## src/hw/rtl/abis_pkg.sv

```systemverilog
`timescale 1ns / 1ps
// Shared types and codes for the array binary search tree block.
// No dependencies.
package abis_pkg;

    localparam int KEY_W  = 32;
    localparam int SLOT_W = 8;

    localparam logic [1:0] REQ_INSERT = 2'd0;
    localparam logic [1:0] REQ_SEARCH = 2'd1;
    localparam logic [1:0] REQ_MIN    = 2'd2;
    localparam logic [1:0] REQ_MAX    = 2'd3;

    localparam logic [2:0] ST_OK   = 3'd0;
    localparam logic [2:0] ST_MISS = 3'd1;
    localparam logic [2:0] ST_DUP  = 3'd2;
    localparam logic [2:0] ST_FULL = 3'd3;
    localparam logic [2:0] ST_ZERO = 3'd4;

    typedef struct packed {
        logic [1:0]              req_type;
        logic signed [KEY_W-1:0] key;
    } t_req;

    typedef struct packed {
        logic [2:0]              status;
        logic [SLOT_W-1:0]       slot_index;
        logic signed [KEY_W-1:0] value;
    } t_rsp;

    typedef struct packed {
        logic clear_en;
        logic start;
        logic walk;
        logic load_out;
    } t_cmd;

    typedef struct packed {
        logic clear_last;
        logic zero_key;
        logic walk_done;
        logic out_free;
    } t_sts;

endpackage

```

## src/hw/rtl/abis_ctrl.sv

```systemverilog
`timescale 1ns / 1ps
// Controller state machine: clear pass, accept, tree walk, result handoff.
// Depends on abis_pkg.
module abis_ctrl (
    input  logic          i_clk,
    input  logic          i_rst_n,
    input  logic          i_req_valid,
    output logic          o_req_ready,
    input  abis_pkg::t_sts i_sts,
    output abis_pkg::t_cmd o_cmd
);
    import abis_pkg::*;

    localparam logic [1:0] S_CLEAR = 2'd0;
    localparam logic [1:0] S_IDLE  = 2'd1;
    localparam logic [1:0] S_WALK  = 2'd2;
    localparam logic [1:0] S_DONE  = 2'd3;

    logic [1:0] r_state;
    logic [1:0] n_state;

    always_comb begin
        n_state        = r_state;
        o_cmd          = '0;
        o_req_ready    = 1'b0;
        unique case (r_state)
            S_CLEAR: begin
                o_cmd.clear_en = 1'b1;
                if (i_sts.clear_last) begin
                    n_state = S_IDLE;
                end
            end
            S_IDLE: begin
                o_req_ready = 1'b1;
                if (i_req_valid) begin
                    o_cmd.start = 1'b1;
                    n_state     = i_sts.zero_key ? S_DONE : S_WALK;
                end
            end
            S_WALK: begin
                o_cmd.walk = 1'b1;
                if (i_sts.walk_done) begin
                    n_state = S_DONE;
                end
            end
            S_DONE: begin
                if (i_sts.out_free) begin
                    o_cmd.load_out = 1'b1;
                    n_state        = S_IDLE;
                end
            end
            default: n_state = S_CLEAR;
        endcase
    end

    always_ff @(posedge i_clk) begin
        if (!i_rst_n) begin
            r_state <= S_CLEAR;
        end else begin
            r_state <= n_state;
        end
    end

endmodule

```

## config.mk

```make
export PLATFORM = sky130hd
export DESIGN_NAME = abis_ctrl
export DESIGN_NICKNAME = d
export VERILOG_FILES = /design/src/hw/rtl/abis_pkg.sv /design/src/hw/rtl/abis_ctrl.sv
export SDC_FILE = /design/constraint.sdc
export NUM_CORES = 1
export LEC_CHECK = 0
export BUFFER_PORTS_ARGS = -buffer_cell sky130_fd_sc_hd__buf_2
export CORE_AREA = 2 2 39 41
export CTS_CLUSTER_SIZE = 30
export DETAILED_ROUTE_END_ITERATION = 8
export DIE_AREA = 0 0 41 43
export SLEW_MARGIN = 20
export SYNTH_ARGS = -nofsm -noshare
export SYNTH_HDL_FRONTEND = slang
export SYNTH_SLANG_ARGS = --single-unit
```

## constraint.sdc

```tcl
create_clock -name i_clk -period 1.4 [get_ports i_clk]
set_input_delay 0 -clock i_clk [delete_from_list [all_inputs] [get_ports i_clk]]
set_output_delay 0 -clock i_clk [all_outputs]
set_load 0.02 [all_outputs]
```

==> results by group, run 1 <==
Floorplan
  – Row Count: 14
  – Overall die height: 43 µm
  – Initial Utilization: 0.144
  – Core area: 1380 µm²
  – Die ar.: ~1800 µm²
  – Width of the chip: just over 40 µm
  – Number of ports placed on the die boundary: 12

STA
  – Final setup violation count: 0
  – Post-layout min period: ~1.2 ns
  – Total negative setup slack: 0 ns
  – RSZ-0062 raised after global routing: false
  – Relative slew slack: 0.849
  – Number of slew-limit violations in the final report: 0
  – Actual transition at the worst max-transition pin: 0.226 ns
  – Final Hold Vio Count: 0
  – Final worst setup slack: 0.167 ns
  – Clock Skew: 0.00247 ns
  – Maximum achievable frequency: 811 MHz
  – Share of the clock period used by the worst path: 0.881

Worst setup path
  – Worst Reg2Reg Path Length in Cells: 5
  – Signal arrival time at the worst endpoint: 1.23 ns
  – Type of the worst setup path: reg -> out
  – Critical Path Slowest Stage Cell: dfxtp_1
  – Largest fanout of any net on the critical path: 4
  – Type of origin of the critical path: flip-flop
  – Kind of capture point of the worst setup path: output pin
  – Number of cells on the critical path: 4
  – Data required time of the critical path: 1.40 ns
  – Largest stage delay on the critical path: between 0.3 and 0.4 ns
  – Total buffers and inverters traversed by the critical path: 2
  – Series of cell instances along the critical path: inv_1, ha_1, and2_2, buf_2
  – Family with the most delay on the worst path: flip-flops

Power
  – Cell leakage power: 0.156 nW
  – Power after layout: 609 µW
  – Total power divided by cell area: 2050 nW/µm²
  – Sw frac: 0.448
  – Worst-case vdd ir drop: 547 µV
  – Power share of the sequential group: 0.191
  – Internal Pwr Total: approximately 340 µW
  – Net load switching power: 273 µW
  – Comb power frac: 0.601
  – Power share of the clock group: 0.208

Synth
  – Cell area after synthesis: a little under 200 µm²
  – Unique masters post-synth: 11
  – Synthesis Warnings: 0
  – Syn Nets: 34
  – Number of instances in the synthesized netlist: 23
  – Per-instance average area after synthesis: 8.65 µm²
  – Synthesis-stage register bit count: 2
  – Fraction of the yosys area taken by sequential cells: 0.201

CTS
  – Post-CTS setup buffer count: 0
  – Cell at the root of the clock tree: clkbuf_4
  – TritonCTS clock tree: done
  – CTS Hold Buffers Added: 0
  – CTS sink cnt: 2
  – Max clock buf depth: 2
  – Post-cts sizing count: 0
  – Clock latency of the later-clocked register in the worst-skew pair: around 0.22 ns
  – Deepest level of the CTS H-tree: 1
  – Number of buffers added by the clock tree synthesis step: 3
  – Reg clk slew, reported paths: 0.03 ns

Hold path
  – Min-delay worst type: in -> reg
  – Hold depth: 3

Final layout
  – Area taken by flip-flops and latches: 40.0 µm²
  – Number of flip-flops in the largest register: 2
  – Core occupancy in the finished layout: 0.214
  – Post-Layout Inst Area: about 300 µm²
  – Fill count: 163
  – Final #Nets: 50
  – Largest registers ranked by flip-flop count: r_state: 2 flops
  – Share of cells above drive strength 1: 0.459
  – Most common cell after layout, fill and taps aside: buf_2
  – Most flop-heavy register: r_state
  – Area used by multi-input combinational logic: 144 µm²
  – Most frequent cells in the layout: buf_2, inv_1, nand2_1, ha_1, clkbuf_4
  – Number of antenna repair diodes: 0
  – Area growth from synthesis to layout: 49.1%

Routing
  – Final wirelength: between 400 and 500 µm
  – Remaining antenna violation count after routing: 0
  – Avg Vias per Cell: around 3.6
  – Number of violations reported at the end of detailed-routing iteration 0: 0
  – Number of DRC violations after detailed routing: 0
  – Vias: 193
  – DR WL/cell: 7.85 µm
  – Detailed-router iteration count before antenna repair: 1

Place
  – Post-place instance area: 274 µm²
  – RePlAce Congestion: slightly above 0.6
  – Placement-stage worst setup slack: approximately 0.19 ns
  – HPWL reported at the end of detailed placement: 350 µm
  – Number of buffer cells added on primary ports: 11

Global route
  – Maximum number of pins on one net before global-route repair: 5
  – GRT Resource Usage Total: 0.0551
  – Wire length of the first global-routing pass: 579 µm
  – Overflow left after global routing: 0
  – Vias in the first global route: approximately 180
  – Initial antenna violation count: 0

Status
  – Run status: completed

Flow run
  – Max Cap Viol: 0
[synth_stat cells (all sizes together)]
cell     number  share of area
a31o          1          0.044
ha            4           0.25
and2          2          0.069
nand2         4          0.075
mux2i         2           0.10
nand2b        3           0.11
inv           4          0.075
dfxtp         2           0.20
o2111ai       1          0.075
[layout make-up]
type / count / share of cell area
multi-input combinational: 17 / 0.485
timing repair buffer: 11 / 0.186
sequential: 2 / 0.135
clock buffer: 3 / 0.0759
tap: 16 / 0.0675
inverter: 4 / 0.0506
[kinds of logic (layout without fill, tap and decap cells)]
family | count (synthesis) | in the layout | share of synthesized area
simple gates | 9 | 9 | 0.252
mux | 2 | 2 | 0.101
fa+ha+maj | 4 | 4 | 0.252
flops | 2 | 2 | 0.201
buf+inv | 4 | 18 | 0.0754
compound gates | 2 | 2 | 0.119
[path summary, 6_finish.rpt]
| kind | start | to | slack (ns) |
|---|---|---|---|
| min reg2reg | r_state[1]$_SDFFE_PN0P_ | r_state[1]$_SDFFE_PN0P_ | 0.51 |
| min | i_rst_n | r_state[1]$_SDFFE_PN0P_ | 0.06 |
| max | r_state[1]$_SDFFE_PN0P_ | o_cmd[2] | 0.17 |
| max reg2reg | r_state[1]$_SDFFE_PN0P_ | r_state[0]$_SDFFE_PN0P_ | 0.21 |
[power groups by stage]
stage / logic (mW) / clock network (mW) / registers, mW
floorplan: 0.294 / 0 / 0.109
global placement: 0.371 / 0 / 0.113
detailed placement: 0.376 / 0 / 0.116
CTS: 0.377 / 0.138 / 0.115
global route: 0.411 / 0.147 / 0.117
finish: 0.366 / 0.127 / 0.116
[per-layer routing]
layer	share of wire	GRT usage
met2	0.50	0.0844
met4	0	0.0600
met1	0.41	0.0415
met3	0.084	0.0314
met5	0	0
[metrics by stage]
stage | std cells | hold WS (ns)
final | 53 | 0.0643
after global routing | 53 | 0.0749
after detailed placement | 50 | 0.303
after global placement | 50 | 0.298
after floorplan | 23 | 0.146
after CTS | 53 | 0.0598
[worst reg2reg max path, delay by kind of cell (launching register included)]
| family | cells | cell delay (ns) |
|---|---|---|
| flops | 1 | 0.37 |
| compound gates | 1 | 0.15 |
| simple gates | 1 | 0.09 |
| buf+inv | 1 | 0.08 |
| mux | 1 | 0.15 |
| fa+ha+maj | 1 | 0.23 |
Power figures use the tool's default switching activity.
==> run 2, diff against run 1 <==
Settings changed: HOLD_SLACK_MARGIN from default to 0.1, SLEW_MARGIN 20 to 15.
==> run 2 against run 1 <==
Via count rose by 2.6%; sequential share of layout area fell by 0.44 points; first-iteration DRC count did not move; power rose by 0.47%; critical path depth did not move; maximum frequency barely moved; cell area rose by 3.4%; non-clock buffer count rose by 1; clock skew rose by 0.00083 ns; setup slack got worse by 0.0011 ns; core utilization rose by 0.72 points; critical endpoint unchanged.
==> results by group, run 2 (synthesis results as in run 1) <==
Power
  – Comb power frac: 0.601 (about the same)
  – Sw frac: 0.448 (-0.000504)
  – Internal Pwr Total: 338 µW (+0.56%)
  – Power share of the clock group: 0.208 (about the same)
  – Net load switching power: 274 µW (+0.35%)
  – Worst-case vdd ir drop: 547 µV (about the same)
  – Cell leakage power: 0.160 nW (+2.7%)
  – Total power divided by cell area: 2000 nW/µm² (-2.8%)
  – Power share of the sequential group: 0.190 (about the same)

Routing
  – DR WL/cell: 7.74 µm (-1.4%)
  – Number of DRC violations after detailed routing: 0 (unchanged)
  – Final wirelength: 418 µm (+0.48%)
  – Avg Vias per Cell: 3.67 (+0.69%)
  – Detailed-router iteration count before antenna repair: 1 (unchanged)
  – Vias: 198 (+2.6%)
  – Remaining antenna violation count after routing: 0 (unchanged)
  – Number of violations reported at the end of detailed-routing iteration 0: 0 (unchanged)

STA
  – Number of slew-limit violations in the final report: 0 (unchanged)
  – Total negative setup slack: 0 ns (unchanged)
  – Final Hold Vio Count: 0 (unchanged)
  – Post-layout min period: 1.23 ns (+0.00113 ns)
  – Share of the clock period used by the worst path: 0.881 (about the same)
  – RSZ-0062 raised after global routing: false
  – Worst hold margin: 0.182 ns (+0.118 ns)
  – Clock Skew: 0.00330 ns (+0.000826 ns)
  – Actual transition at the worst max-transition pin: 0.226 ns (unchanged)
  – Maximum achievable frequency: 810 MHz (about the same)
  – Final setup violation count: 0 (unchanged)
  – Relative slew slack: 0.849 (unchanged)

CTS
  – Cell at the root of the clock tree: clkbuf_4
  – CTS sink cnt: 2 (unchanged)
  – Reg clk slew, reported paths: 0.03 ns (about the same)
  – Number of buffers added by the clock tree synthesis step: 3 (unchanged)
  – Post-CTS setup buffer count: 0 (unchanged)
  – TritonCTS clock tree: done
  – Clock latency of the later-clocked register in the worst-skew pair: 0.22 ns (about the same)
  – Deepest level of the CTS H-tree: 1 (unchanged)
  – Max clock buf depth: 2 (unchanged)

Worst setup path
  – Critical Path Slowest Stage Cell: dfxtp_1
  – Largest fanout of any net on the critical path: 4 (unchanged)
  – Worst Reg2Reg Path Length in Cells: 5 (unchanged)
  – Type of origin of the critical path: flip-flop
  – Data required time of the critical path: 1.40 ns (about the same)
  – Series of cell instances along the critical path: inv_1, ha_1, and2_2, buf_2
  – Type of the worst setup path: reg -> out
  – Largest stage delay on the critical path: 0.37 ns (about the same)
  – Reg2reg setup slack: 0.20 ns (about the same)
  – Kind of capture point of the worst setup path: output pin
  – Signal arrival time at the worst endpoint: 1.23 ns (about the same)

Place
  – RePlAce Congestion: 0.609 (unchanged)
  – Post-Place Cells: 50 (unchanged)
  – HPWL reported at the end of detailed placement: 350 µm (unchanged)
  – Post-place instance area: 274 µm² (unchanged)
  – Number of buffer cells added on primary ports: 11 (unchanged)

Hold path
  – Min-delay worst type: in -> reg
  – Hold depth: 4 (+1)

Final layout
  – Final #Nets: 51 (+2.0%)
  – Share of cells above drive strength 1: 0.447 (-0.0121)
  – Most frequent cells in the layout: buf_2, inv_1, nand2_1, ha_1, clkbuf_4
  – Most common cell after layout, fill and taps aside: buf_2
  – Number of antenna repair diodes: 0 (unchanged)
  – Most flop-heavy register: r_state
  – Area growth from synthesis to layout: 54.1%
  – Finished Layout Cells: 54 (+1.9%)
  – Number of flip-flops in the largest register: 2 (unchanged)
  – Post-Layout Inst Area: 307 µm² (+3.4%)
  – Largest registers ranked by flip-flop count: r_state: 2 flops

Global route
  – Met3 routing resource usage after global routing: 0.0314 (unchanged)
  – Wire length of the first global-routing pass: 607 µm (+4.8%)
  – Vias in the first global route: 182 (+4.0%)
  – Met1 routing resource usage after global routing: 0.0415 (unchanged)
  – GRT Resource Usage Total: 0.0571 (+0.00200)
  – Busiest grt layer: met2
  – Met2 track utilization from global routing: 0.0906 (+0.00625)
  – Overflow left after global routing: 0 (unchanged)
  – Maximum number of pins on one net before global-route repair: 5 (unchanged)
  – Initial antenna violation count: 0 (unchanged)

Floorplan
  – Width of the chip: 41 µm (unchanged)
  – Die ar.: 1760 µm² (unchanged)
  – Overall die height: 43 µm (unchanged)
  – Core area: 1380 µm² (unchanged)
  – Initial Utilization: 0.144 (unchanged)
  – Row Count: 14 (unchanged)
  – Number of ports placed on the die boundary: 12 (unchanged)

Flow run
  – Max Cap Viol: 0 (unchanged)

Status
  – Run status: completed
-- run 2: cell count changes in the layout (fill, tap and decap cells not counted) --
cell,before,now
dlygate4sd3_1,0,1
-- run 2: power groups by stage --
stage	clock [mW]	combinational, mW	sequential, mW
6_report	0.128	0.368	0.116
5_1_grt	0.147	0.414	0.117
4_1_cts	0.138	0.379	0.115
3_5_place_dp	0	0.376	0.116
3_3_place_gp	0	0.371	0.113
2_1_floorplan	0	0.294	0.109
-- run 2: routing by layer --
layer	vias up	wire length, µm
met1	88	170
li1	104	-
met3	0	32
met4	0	0
met2	6	215
met5	-	0
-- run 2: layout make-up --
type                    instances  area (µm²)
inverters                       4        15.0
clock buffers                   3        22.5
multi-input cells              17         144
repair buffers                 12        65.1
well taps                      16        20.0
fillers                       162        1080
flip-flops and latches          2        40.0
-- run 2: path summary, 6_finish.rpt --
| check | from | endpoint |
|---|---|---|
| worst min register to register | r_state[1]$_SDFFE_PN0P_ | r_state[1]$_SDFFE_PN0P_ |
| worst min-delay path | i_sts[2] | r_state[0]$_SDFFE_PN0P_ |
| worst max register to register | r_state[1]$_SDFFE_PN0P_ | r_state[0]$_SDFFE_PN0P_ |
| worst max-delay path | r_state[1]$_SDFFE_PN0P_ | o_cmd[2] |
-- run 2: repair_timing --
action                                  CTS  global route
endpoints found under the setup margin    0             0
gates resized for setup                   0             0
hold buffers                              1             0
hold endpoints to repair                  2             0
-- run 2: critical path: cells and delay by family (launching register included) --
| family | cells | cell delay [ns] |
|---|---|---|
| flops | 1 | 0.37 |
| fa+ha+maj | 1 | 0.23 |
| simple gates | 1 | 0.18 |
| buf+inv | 2 | 0.23 |
-- run 2: through the flow --
stage,total power [mW],setup slack [ns],utilization
3_3_place_gp,0.484,0.217,0.198
3_5_place_dp,0.492,0.189,0.198
5_1_grt,0.678,0.113,0.222
2_1_floorplan,0.403,0.156,-
4_1_cts,0.632,0.149,0.222
6_report,0.612,0.166,0.222
==> run 3, diff against run 2 <==
Settings changed: ABC_AREA from default to 1.
==> run 3 against run 2 <==
Flip-flop and latch count is the same; critical path type is now reg -> reg; cell count increased by 22%; highest routed layer unchanged; hold slack worse by 0.063 ns; register-to-register slack hardly changed; critical endpoint is now r_state[1]$_SDFFE_PN0P_; non-clock buffer count is the same; synthesized cell count rose by 52%; global-route usage is 1.0 points higher.
==> results by group, run 3 <==
Final layout
  – Share of cells above drive strength 1: 0.360 (-0.0874)
  – Area taken by flip-flops and latches: 40.0 µm² (unchanged)
  – Number of flip-flops in the largest register: 2 (unchanged)
  – Area growth from synthesis to layout: 50.0%
  – Largest registers ranked by flip-flop count: r_state: 2 flops
  – Area used by multi-input combinational logic: 138 µm² (-4.3%)
  – Most frequent cells in the layout: buf_2, inv_1, nand2_1, nor2_1, ha_1
  – Most common cell after layout, fill and taps aside: buf_2
  – Number of antenna repair diodes: 0 (unchanged)
  – Fill count: 172 (+6.2%)
  – Final #Nets: 63 (+24%)
  – Most flop-heavy register: r_state

Routing
  – Detailed-router iteration count before antenna repair: 3 (+2)
  – Number of DRC violations after detailed routing: 0 (unchanged)
  – Number of violations reported at the end of detailed-routing iteration 0: 5 (+5)
  – Final wirelength: 390 µm (-6.7%)
  – Avg Vias per Cell: 3.33 (-9.1%)
  – Vias: 220 (+11%)
  – Remaining antenna violation count after routing: 0 (unchanged)
  – DR WL/cell: 5.91 µm (-24%)

Synth
  – Number of flops mapped to enable cells by yosys: 0 (unchanged)
  – Cell types with the highest counts after synthesis: inv_1, nand2_1, ha_1, nor2_1, nand2_2
  – Top-area cell type share of the netlist area: 0.233 (-0.0190)
  – Number of instances in the synthesized netlist: 35 (+52%)
  – Per-instance average area after synthesis: 6.15 µm² (-29%)
  – Fraction of the yosys area taken by sequential cells: 0.186 (-0.0152)
  – Post-synth top flop: dfxtp_1
  – Synthesis Warnings: 0 (unchanged)
  – Unique masters post-synth: 8 (-3)
  – Cell area after synthesis: 215 µm² (+8.2%)
  – Post-synth top area cell: ha_1
  – Leading post-synthesis cells by cell area: ha_1, dfxtp_1, inv_1
  – Synthesis-stage register bit count: 2 (unchanged)
  – Syn Nets: 46 (+35%)
  – Synth async-reset ratio: 0 (unchanged)

CTS
  – CTS sink cnt: 2 (unchanged)
  – Cell at the root of the clock tree: clkbuf_4
  – Reg clk slew, reported paths: 0.03 ns (about the same)
  – Post-cts sizing count: 0 (unchanged)
  – Max clock buf depth: 2 (unchanged)
  – Post-CTS setup buffer count: 0 (unchanged)
  – Number of buffers added by the clock tree synthesis step: 3 (unchanged)
  – Clock latency of the later-clocked register in the worst-skew pair: 0.22 ns (about the same)
  – Deepest level of the CTS H-tree: 1 (unchanged)
  – CTS Hold Buffers Added: 1 (unchanged)
  – TritonCTS clock tree: done

Floorplan
  – Row Count: 14 (unchanged)
  – Core area: 1380 µm² (unchanged)
  – Initial Utilization: 0.156 (+0.0118)
  – Width of the chip: 41 µm (unchanged)
  – Overall die height: 43 µm (unchanged)
  – Number of ports placed on the die boundary: 12 (unchanged)
  – Die ar.: 1760 µm² (unchanged)

Power
  – Cell leakage power: 0.212 nW (+33%)
  – Power after layout: 697 µW (+14%)
  – Worst-case vdd ir drop: 413 µV (-24%)
  – Total power divided by cell area: 2160 nW/µm² (+8.2%)

STA
  – Relative slew slack: 0.908 (+0.0593)
  – Final setup violation count: 0 (unchanged)
  – Actual transition at the worst max-transition pin: 0.137 ns (-0.0889 ns)
  – Final Hold Vio Count: 0 (unchanged)
  – Total negative setup slack: 0 ns (unchanged)
  – Number of slew-limit violations in the final report: 0 (unchanged)
  – RSZ-0062 raised after global routing: false
  – Maximum achievable frequency: 834 MHz (+3.0%)
  – Clock Skew: 0.000954 ns (-0.00234 ns)
  – Post-layout min period: 1.20 ns (-0.0356 ns)
  – Share of the clock period used by the worst path: 0.856 (-0.0254)

Hold path
  – Min-delay worst type: in -> reg

Worst setup path
  – Total buffers and inverters traversed by the critical path: 1 (-1)
  – Kind of capture point of the worst setup path: flip-flop
  – Family with the most delay on the worst path: simple AND/OR/NAND/NOR gates
  – Critical Path Slowest Stage Cell: dfxtp_1
  – Endpoint of the worst-slack reg-to-reg timing path: r_state[1]$_SDFFE_PN0P_
  – Timing endpoint of the critical path: r_state[1]$_SDFFE_PN0P_
  – Largest stage delay on the critical path: 0.36 ns (about the same)
  – Launch point of the worst path: r_state[0]$_SDFFE_PN0P_
  – RR Startpoint: r_state[0]$_SDFFE_PN0P_
  – Type of origin of the critical path: flip-flop
  – Top cell by count, worst path: nand2_1
  – Largest fanout of any net on the critical path: 4 (unchanged)
  – Type of the worst setup path: reg -> reg
  – Series of cell instances along the critical path: inv_1, ha_1, nand2_1, nand2_2, nor2_4, nand2_1, nand2_1, nor2_1
  – Worst Reg2Reg Path Length in Cells: 8 (+3)
  – Number of cells on the critical path: 8 (+4)
  – Data required time of the critical path: 1.51 ns (+0.11 ns)
  – Signal arrival time at the worst endpoint: 1.31 ns (+0.08 ns)
  – Reg2reg setup slack: 0.20 ns (about the same)

Global route
  – Initial antenna violation count: 0 (unchanged)
  – Maximum number of pins on one net before global-route repair: 5 (unchanged)
  – Overflow left after global routing: 0 (unchanged)
  – GRT Resource Usage Total: 0.0671 (+0.0100)
  – Vias in the first global route: 206 (+13%)
  – Wire length of the first global-routing pass: 738 µm (+22%)

Status
  – Run status: completed

Place
  – RePlAce Congestion: 0.666 (+9.2%)
  – Number of buffer cells added on primary ports: 11 (unchanged)
  – HPWL reported at the end of detailed placement: 340 µm (-2.8%)

Flow run
  – Max Cap Viol: 0 (unchanged)
-- run 3: cell count changes in the layout (fill, tap and decap cells not counted), sizes merged --
cell / delta
nand2: +9
nand2b: -3
nor2: +5
inv: +6
o2111ai: -1
mux2i: -2
a31o: -1
and2: -2
a21oi: +1
-- run 3: kinds of logic (layout without fill, tap and decap cells) --
kind of cell | count (synthesis) | after routing | share of synthesized area
adder cells (fa/ha/maj) | 4 | 4 | 0.233
flip-flops | 2 | 2 | 0.186
AO/OA/AOI/OAI | 1 | 1 | 0.0232
AND/OR/NAND/NOR | 18 | 18 | 0.384
buffers and inverters | 10 | 25 | 0.174
-- run 3: worst register-to-register path: stages, from the launching register on --
cell and delay [ns]:
dfxtp_1 0.36, inv_1 0.08, ha_1 0.22, nand2_1 0.09
nand2_2 0.07, nor2_4 0.13, nand2_1 0.06, nand2_1 0.05
nor2_1 0.03
-- run 3: cell type report --
cell class	count	share of cell area
clock buffers	3	0.0698
well taps	16	0.0620
inverters	10	0.116
repair buffers	12	0.202
multi-input cells	23	0.426
flip-flops and latches	2	0.124
-- run 3: stage by stage --
stage	hold WS, ns	worst slack, ns	instances	cell area, µm²	utilization
floorplan	0.120	0.167	35	215	-
global placement	0.243	0.194	62	290	0.210
detailed placement	0.247	0.181	62	290	0.210
CTS	0.119	0.174	66	323	0.233
global route	0.169	0.0520	66	323	0.233
finish	0.120	0.202	66	323	0.233
-- run 3: how the worst min path moves through the flow --
| stage | cells past startpoint | startpoint | end | slack (ns) |
|---|---|---|---|---|
| global placement | 3 | i_rst_n | r_state[0]$_SDFFE_PN0P_ | 0.24 |
| CTS | 5 | i_sts[2] | r_state[0]$_SDFFE_PN0P_ | 0.12 |
| detailed placement | 3 | i_rst_n | r_state[1]$_SDFFE_PN0P_ | 0.25 |
| floorplan | 2 | i_rst_n | r_state[1]$_SDFFE_PN0P_ | 0.12 |
| finish | 5 | i_sts[2] | r_state[0]$_SDFFE_PN0P_ | 0.12 |
| global route | 5 | i_sts[2] | r_state[0]$_SDFFE_PN0P_ | 0.17 |
-- run 3: where the power goes --
part	leakage, nW	internal [mW]	switching, mW
logic	0.182	0.175	0.280
clock network	0.0138	0.0945	0.0323
registers	0.0167	0.0877	0.0278
-- run 3: layer usage --
layer,share of wire,global-route usage,up-vias
li1,-,-,128
met2,0.44,0.0781,8
met4,0,0.0400,0
met3,0.11,0.0628,0
met5,0,0,-
met1,0.45,0.0767,84
